File: src/design/lrg_pkg.sv
// Shared types and constants for the life row generation step.
// Holds the beat structs, the rule register set and the queue sizing.
// No dependencies; every other design file refers to it by scoped names.
`timescale 1ns / 1ps

package lrg_pkg;

    // Row width limits and default
    localparam int ROW_W        = 64;
    localparam int COLS_DEFAULT = 64;

    // Neighbor counts run 0..8, bounds are 4-bit registers
    localparam int CNT_W = 4;

    // Configuration port
    localparam int CFG_IDX_W  = 8;
    localparam int CFG_DATA_W = 4;

    localparam logic [CFG_IDX_W-1:0] REG_SURVIVE_MIN = 8'd0;
    localparam logic [CFG_IDX_W-1:0] REG_SURVIVE_MAX = 8'd1;
    localparam logic [CFG_IDX_W-1:0] REG_BIRTH_MIN   = 8'd2;
    localparam logic [CFG_IDX_W-1:0] REG_BIRTH_MAX   = 8'd3;

    localparam logic [CNT_W-1:0] SURVIVE_MIN_RST = 4'd2;
    localparam logic [CNT_W-1:0] SURVIVE_MAX_RST = 4'd3;
    localparam logic [CNT_W-1:0] BIRTH_MIN_RST   = 4'd3;
    localparam logic [CNT_W-1:0] BIRTH_MAX_RST   = 4'd3;

    // Result queue depth, a power of two
    localparam int OUT_DEPTH = 4;

    typedef struct packed {
        logic [ROW_W-1:0] row_cells;
        logic             frame_end;
    } row_beat_t;

    typedef struct packed {
        logic [ROW_W-1:0] next_cells;
        logic             final_row;
    } gen_beat_t;

    typedef struct packed {
        logic [CNT_W-1:0] survive_min;
        logic [CNT_W-1:0] survive_max;
        logic [CNT_W-1:0] birth_min;
        logic [CNT_W-1:0] birth_max;
    } rules_t;

    // Per-beat control broadcast along the cell row
    typedef struct packed {
        logic advance;
        logic flush;
    } cell_ctrl_t;

    // Result pushes for one accepted row
    typedef struct packed {
        logic first;
        logic second;
    } push_t;

endpackage

File: src/design/lrg_cell.sv
// One column cell: holds the above and middle bits of its column and
// evaluates the rule for the middle row and for the incoming row.
// Depends on lrg_pkg for the rule and control structs.
`timescale 1ns / 1ps

module lrg_cell
(
    input  logic               clk,
    input  logic               rst_n,
    input  lrg_pkg::cell_ctrl_t ctrl,
    input  lrg_pkg::rules_t    rules,
    input  logic               row_l,
    input  logic               row_c,
    input  logic               row_r,
    input  logic               above_l,
    input  logic               above_r,
    input  logic               mid_l,
    input  logic               mid_r,
    output logic               above_bit,
    output logic               mid_bit,
    output logic               next_upper,
    output logic               next_lower
);

    logic                      above_reg;
    logic                      above_next;
    logic                      mid_reg;
    logic                      mid_next;
    logic [lrg_pkg::CNT_W-1:0] n_upper;
    logic [lrg_pkg::CNT_W-1:0] n_lower;

    function automatic logic rule_fires(
        input logic                      alive,
        input logic [lrg_pkg::CNT_W-1:0] n,
        input lrg_pkg::rules_t           r
    );
        logic fire;
        if (alive)
        begin
            fire = (n >= r.survive_min) && (n <= r.survive_max);
        end
        else
        begin
            fire = (n >= r.birth_min) && (n <= r.birth_max);
        end
        return fire;
    endfunction

    // Count neighbors of the middle row (row below is the incoming row)
    assign n_upper = lrg_pkg::CNT_W'(above_l) + lrg_pkg::CNT_W'(above_reg)
                   + lrg_pkg::CNT_W'(above_r) + lrg_pkg::CNT_W'(mid_l)
                   + lrg_pkg::CNT_W'(mid_r)   + lrg_pkg::CNT_W'(row_l)
                   + lrg_pkg::CNT_W'(row_c)   + lrg_pkg::CNT_W'(row_r);

    // Count neighbors of the incoming row with a dead row below it
    assign n_lower = lrg_pkg::CNT_W'(mid_l) + lrg_pkg::CNT_W'(mid_reg)
                   + lrg_pkg::CNT_W'(mid_r) + lrg_pkg::CNT_W'(row_l)
                   + lrg_pkg::CNT_W'(row_r);

    assign next_upper = rule_fires(mid_reg, n_upper, rules);
    assign next_lower = rule_fires(row_c, n_lower, rules);

    // Shift the column down one row, drop it at the bottom of a frame
    always_comb
    begin
        above_next = above_reg;
        mid_next   = mid_reg;
        if (ctrl.advance)
        begin
            above_next = ctrl.flush ? 1'b0 : mid_reg;
            mid_next   = ctrl.flush ? 1'b0 : row_c;
        end
    end

    always_ff @(posedge clk or negedge rst_n)
    begin
        if (!rst_n)
        begin
            above_reg <= 1'b0;
            mid_reg   <= 1'b0;
        end
        else
        begin
            above_reg <= above_next;
            mid_reg   <= mid_next;
        end
    end

    assign above_bit = above_reg;
    assign mid_bit   = mid_reg;

endmodule

File: src/design/lrg_out_queue.sv
// Small result queue: takes up to two beats per cycle, sends one per cycle unless stalled.
// Depends on lrg_pkg for the beat struct, push struct and depth.
`timescale 1ns / 1ps

module lrg_out_queue
(
    input  logic                clk,
    input  logic                rst_n,
    input  lrg_pkg::push_t      push,
    input  lrg_pkg::gen_beat_t  first_beat,
    input  lrg_pkg::gen_beat_t  second_beat,
    output logic                almost_full,
    output logic                gen_valid,
    input  logic                gen_stall,
    output lrg_pkg::gen_beat_t  gen_beat
);

    localparam int DEPTH = lrg_pkg::OUT_DEPTH;
    localparam int PTR_W = $clog2(DEPTH);
    localparam int CNT_W = $clog2(DEPTH + 1);

    lrg_pkg::gen_beat_t entry_reg [DEPTH];
    logic [PTR_W-1:0]   head_reg;
    logic [PTR_W-1:0]   head_next;
    logic [PTR_W-1:0]   tail_reg;
    logic [PTR_W-1:0]   tail_next;
    logic [PTR_W-1:0]   tail_plus;
    logic [CNT_W-1:0]   count_reg;
    logic [CNT_W-1:0]   count_next;
    logic               pop;

    assign pop       = gen_valid && !gen_stall;
    assign tail_plus = tail_reg + PTR_W'(1);

    // Advance pointers and occupancy
    always_comb
    begin
        head_next  = pop ? head_reg + PTR_W'(1) : head_reg;
        tail_next  = tail_reg + PTR_W'(push.first) + PTR_W'(push.second);
        count_next = count_reg + CNT_W'(push.first) + CNT_W'(push.second)
                   - CNT_W'(pop);
    end

    always_ff @(posedge clk or negedge rst_n)
    begin
        if (!rst_n)
        begin
            head_reg  <= '0;
            tail_reg  <= '0;
            count_reg <= '0;
        end
        else
        begin
            head_reg  <= head_next;
            tail_reg  <= tail_next;
            count_reg <= count_next;
        end
    end

    // Write the pushed beats at the tail
    always_ff @(posedge clk)
    begin
        for (int i = 0; i < DEPTH; i++)
        begin
            if (push.first && (tail_reg == PTR_W'(i)))
            begin
                entry_reg[i] <= first_beat;
            end
            if (push.second && (tail_plus == PTR_W'(i)))
            begin
                entry_reg[i] <= second_beat;
            end
        end
    end

    // Hold room for two beats so a bottom row never overflows
    assign almost_full = count_reg > CNT_W'(DEPTH - 2);
    assign gen_valid   = count_reg != '0;
    assign gen_beat    = entry_reg[head_reg];

endmodule

File: src/design/life_row_generation_step.sv
// A result beat is written into the result queue as the row beat completing it is accepted.
// Throughput: one row beat per cycle while not stalled; a bottom row of an open frame queues two.
// Rows are taken while the four-entry result queue has room for two beats.
// Rate is set by the column cell row, which evaluates every column at once.
// Reset: rule registers go to 2, 3, 3, 3, row history clears, queue empties.
// Uses lrg_pkg, lrg_cell and lrg_out_queue.
`timescale 1ns / 1ps

module life_row_generation_step
#(
    parameter int COLS = lrg_pkg::COLS_DEFAULT
)
(
    input  logic                              clk,
    input  logic                              rst_n,
    input  logic                              row_valid,
    output logic                              row_stall,
    input  lrg_pkg::row_beat_t                row_beat,
    output logic                              gen_valid,
    input  logic                              gen_stall,
    output lrg_pkg::gen_beat_t                gen_beat,
    input  logic                              cfg_valid,
    output logic                              cfg_ready,
    input  logic [lrg_pkg::CFG_IDX_W-1:0]     cfg_index,
    input  logic [lrg_pkg::CFG_DATA_W-1:0]    cfg_data
);

    lrg_pkg::rules_t     rules_reg;
    lrg_pkg::rules_t     rules_next;
    logic                open_reg;
    logic                open_next;
    logic                accept;
    logic                almost_full;
    lrg_pkg::cell_ctrl_t ctrl;
    lrg_pkg::push_t      push;
    lrg_pkg::gen_beat_t  upper_beat;
    lrg_pkg::gen_beat_t  lower_beat;
    lrg_pkg::gen_beat_t  first_beat;

    logic [COLS-1:0]     above_vec;
    logic [COLS-1:0]     mid_vec;
    logic [COLS-1:0]     upper_vec;
    logic [COLS-1:0]     lower_vec;
    logic [COLS+1:0]     row_pad;
    logic [COLS+1:0]     above_pad;
    logic [COLS+1:0]     mid_pad;

    // Rule registers
    assign cfg_ready = 1'b1;

    always_comb
    begin
        rules_next = rules_reg;
        if (cfg_valid && cfg_ready)
        begin
            unique case (cfg_index)
                lrg_pkg::REG_SURVIVE_MIN: rules_next.survive_min = cfg_data;
                lrg_pkg::REG_SURVIVE_MAX: rules_next.survive_max = cfg_data;
                lrg_pkg::REG_BIRTH_MIN:   rules_next.birth_min   = cfg_data;
                lrg_pkg::REG_BIRTH_MAX:   rules_next.birth_max   = cfg_data;
                default:                  rules_next = rules_reg;
            endcase
        end
    end

    // Track whether a frame is in progress
    assign row_stall = almost_full;
    assign accept    = row_valid && !row_stall;
    assign open_next = accept ? !row_beat.frame_end : open_reg;

    always_ff @(posedge clk or negedge rst_n)
    begin
        if (!rst_n)
        begin
            rules_reg.survive_min <= lrg_pkg::SURVIVE_MIN_RST;
            rules_reg.survive_max <= lrg_pkg::SURVIVE_MAX_RST;
            rules_reg.birth_min   <= lrg_pkg::BIRTH_MIN_RST;
            rules_reg.birth_max   <= lrg_pkg::BIRTH_MAX_RST;
            open_reg              <= 1'b0;
        end
        else
        begin
            rules_reg <= rules_next;
            open_reg  <= open_next;
        end
    end

    assign ctrl.advance = accept;
    assign ctrl.flush   = row_beat.frame_end;

    // Pad the rows with dead cells past both edges
    assign row_pad   = {1'b0, row_beat.row_cells[COLS-1:0], 1'b0};
    assign above_pad = {1'b0, above_vec, 1'b0};
    assign mid_pad   = {1'b0, mid_vec, 1'b0};

    // Column cell row
    for (genvar c = 0; c < COLS; c++)
    begin : g_cell
        lrg_cell u_cell
        (
            .clk        (clk),
            .rst_n      (rst_n),
            .ctrl       (ctrl),
            .rules      (rules_reg),
            .row_l      (row_pad[c]),
            .row_c      (row_pad[c+1]),
            .row_r      (row_pad[c+2]),
            .above_l    (above_pad[c]),
            .above_r    (above_pad[c+2]),
            .mid_l      (mid_pad[c]),
            .mid_r      (mid_pad[c+2]),
            .above_bit  (above_vec[c]),
            .mid_bit    (mid_vec[c]),
            .next_upper (upper_vec[c]),
            .next_lower (lower_vec[c])
        );
    end

    // Form result beats; columns past the grid stay zero
    assign upper_beat.next_cells = lrg_pkg::ROW_W'(upper_vec);
    assign upper_beat.final_row  = 1'b0;
    assign lower_beat.next_cells = lrg_pkg::ROW_W'(lower_vec);
    assign lower_beat.final_row  = 1'b1;

    // Middle row result first, then the bottom row result
    assign first_beat  = open_reg ? upper_beat : lower_beat;
    assign push.first  = accept && (open_reg || row_beat.frame_end);
    assign push.second = accept && open_reg && row_beat.frame_end;

    lrg_out_queue u_queue
    (
        .clk         (clk),
        .rst_n       (rst_n),
        .push        (push),
        .first_beat  (first_beat),
        .second_beat (lower_beat),
        .almost_full (almost_full),
        .gen_valid   (gen_valid),
        .gen_stall   (gen_stall),
        .gen_beat    (gen_beat)
    );

endmodule

File: config.mk
export PLATFORM = sky130hd
export DESIGN_NAME = life_row_generation_step
export DESIGN_NICKNAME = d
export VERILOG_FILES = /design/src/design/lrg_pkg.sv /design/src/design/lrg_cell.sv /design/src/design/lrg_out_queue.sv /design/src/design/life_row_generation_step.sv
export SDC_FILE = /design/constraint.sdc
export NUM_CORES = 2
export LEC_CHECK = 0
export CAP_MARGIN = 40
export CORE_MARGIN = 1
export CORE_UTILIZATION = 40
export CTS_CLUSTER_SIZE = 24
export DETAILED_ROUTE_END_ITERATION = 8
export DONT_BUFFER_PORTS = 1
export GPL_TIMING_DRIVEN = 0
export HOLD_SLACK_MARGIN = 0.06
export PLACE_DENSITY = 0.59
export SYNTH_ARGS = -nofsm -noshare
export SYNTH_HDL_FRONTEND = slang
export SYNTH_SLANG_ARGS = --single-unit
export TNS_END_PERCENT = 5
File: constraint.sdc
create_clock -name clk -period 17.9 [get_ports clk]
set_clock_uncertainty 0.1 [all_clocks]
set_input_delay 5.37 -clock clk [delete_from_list [all_inputs] [get_ports clk]]
set_output_delay 5.37 -clock clk [all_outputs]
set_load 0.01 [all_outputs]
==> results.yml <==
placement:
  post-place-ws_ns: 8.25
  dpl_cell_area_mm2: 0.0777
  place_hpwl_mm: 169
  numPortBuffers: 0
  gp_congestion: 0.837
route:
  wl_per_cell_um: 23.3
  drc: 0
  vias: 58686
  maxUsedRoutingLayer: "met4"
  finalWirelength_mm: 234
  drt-initial-drc-count: 3492
  met3_length_mm: 12.0
  m1WireLength_mm: 99.0
  wl_met2_mm: 111
  first_pass_iters: 6
  vias_per_cell: 5.83
  ant_nets: 0
outcome:
  status: "completed"
final_layout:
  drive_gt1_share_pct: 6.19
  synthToLayoutAreaGrowth_pct: 8.80
  largest_reg_flops: 260
  design_area_mm2: 0.0797
  nets: 10217
cts:
  cts_max_level: 2
  post_cts_hold_buffer_count: 0
  postCtsSetupBuffers: 0
  numClockSinks: 412
  tritoncts: "done"
  cts_made_buffers: 54
  cts_root_buf: "clkbuf_16"
  post_cts_resized: 0
  clk_pin_slew_ns: 0.06
  clockBufferDepth: 3
  clock_latency_ns: 0.68
setup_path:
  path_max_fanout: 5
  worstSetupPathType: "input pin to register"
  critPathCaptureType: "register"
  cp.required_ns: 18.34
  crit_arrival_ns: 9.38
  crit_path_start_kind: "input pin"
timing:
  layout_min_cycle_time_ns: 8.94
  tightest_slew_ns: 0.948
  hold_viol: 0
  max_clock_freq_mhz: 112
  setup_violations: 0
  finalSetupTns_ns: 0
  finalCritPeriodShare_pct: 50.0
  setup_slack_ns: 8.96
  relSlewSlack_pct: 36.6
  rsz0062_at_grt: "no"
  slew_viol_final: 0
global_route:
  groute.usage.overall_pct: 25.2
  grt.overflow.total: 0
  grt_max_degree: 153
  grt_pass1_vias: 60972
  grt_antenna_before_repair: 5
  grt_pass1_wl_mm: 361
yosys:
  synth_edf_count: 259
  yosysSeqAreaShare_pct: 15.9
  ys_warn_count: 0
  syn_area_mm2: 0.0732
  synthArstFlopShare_pct: 36.9
  ys_types: 58
  synthCells: 7517
  synth.avg_cell_area_um2: 9.74
  synth_nets: 10089
  synth_ff_type: "edfxtp_1"
  ys_seq_elements: 412
run:
  drv_cap: 0
floorplan:
  rows: 156
  coreArea_mm2: 0.181
  fp.dieH_um: 430
  die_w_um: 430
  ios: 150
  die_area_mm2: 0.185
  start_util_pct: 40.4
hold_path:
  hp-class: "register to register"
[worst max-delay path: stages]
cell	delay, ns
inv_1	0.25
fa_1	0.49
fa_1	0.49
inv_1	0.05
fa_1	0.37
inv_1	0.08
fa_1	0.41
inv_1	0.15
ha_1	0.26
nor2b_1	0.13
o211ai_1	0.16
a21oi_1	0.09
o32ai_1	0.77
mux2_2	0.30
[logic make-up after synthesis]
logic type | count (synthesis) | synth area share [%]
other | 1 | 0.00512
AO/OA/AOI/OAI | 1658 | 15.1
buffers and inverters | 1362 | 7.25
adder cells (fa/ha/maj) | 2490 | 46.5
XOR/XNOR | 66 | 0.789
AND/OR/NAND/NOR | 1258 | 9.38
multiplexers | 270 | 5.15
flip-flops | 412 | 15.9
[layer usage]
layer	GRT usage, %	vias to the layer above
li1	-	27578
met1	31.1	29113
met2	43.5	1512
met3	3.18	483
met4	11.3	0
met5	0	-
[layout by cell type, fill, tap and decap left out, drive strengths merged, types with 65 or more instances in the layout]
cell / synthesis / final
clkbuf: 60 / 122
mux4: 65 / 65
nand3: 80 / 80
nor2: 235 / 235
o21ai: 377 / 377
o21bai: 72 / 72
nand2: 208 / 208
a22o: 159 / 159
nand2b: 209 / 209
a211oi: 205 / 205
buf: 68 / 140
nor2b: 277 / 277
nor4: 133 / 133
ha: 2108 / 2108
mux2: 199 / 199
edfxtp: 259 / 259
dfrtp: 145 / 145
o31ai: 133 / 133
a31oi: 132 / 132
o211ai: 75 / 75
inv: 1234 / 1238
a21oi: 243 / 243
fa: 382 / 382
o21a: 139 / 139
o221ai: 76 / 76
[cell usage after synthesis (138+ instances only)]
master,count,area share [%]
dfrtp_1,145,5.0
a211oi_1,205,2.1
nand2b_1,209,1.8
o21a_1,138,1.4
fa_1,382,10
inv_1,1234,6.3
o21ai_0,373,2.5
edfxtp_1,259,11
ha_1,2108,36
nor2b_1,277,2.4
nand2_1,207,1.1
mux2_2,151,2.3
nor2_1,235,1.2
a21oi_1,243,1.7
a22o_1,159,1.9
[path summary, 6_finish.rpt]
check | startpoint | end | slack, ns | depth (start not counted)
max in group asynchronous | rst_n | rules_reg[12] | 12.81 | 0
setup / recovery | row_beat[53] | u_queue.entry_reg[0][52] | 8.96 | 14
setup reg to reg | g_cell[50].u_cell.above_bit | u_queue.entry_reg[0][52] | 13.18 | 15
hold reg to reg | u_queue.entry_reg[2][0] | u_queue.entry_reg[2][0] | 0.38 | 2
hold / removal | u_queue.entry_reg[2][0] | u_queue.entry_reg[2][0] | 0.38 | 2
min in group asynchronous | rst_n | g_cell[8].u_cell.above_bit | 4.32 | 0
[layout make-up]
cell class / count / area [um^2]
well taps: 2370 / 2970
multi-input cells: 5743 / 56400
plain buffers: 128 / 682
flip-flops and latches: 412 / 11600
diodes: 7 / 17.5
fillers: 17132 / 102000
inverters: 1234 / 4710
clock inverters: 39 / 492
repair buffers: 72 / 1370
clock buffers: 62 / 1450
[stage by stage]
| step | cells | util, % | hold WS [ns] |
|---|---|---|---|
| floorplan | 7517 | - | 0.336 |
| global placement | 9887 | 42.0 | 0.359 |
| detailed placement | 9958 | 42.9 | 0.364 |
| CTS | 10059 | 43.9 | 0.380 |
| global route | 10067 | 43.9 | 0.443 |
| finish | 10067 | 43.9 | 0.382 |
Power is left out: the tool's default activity adds up to more than one toggle a clock period on the data nets, which glitch-free logic cannot reach.
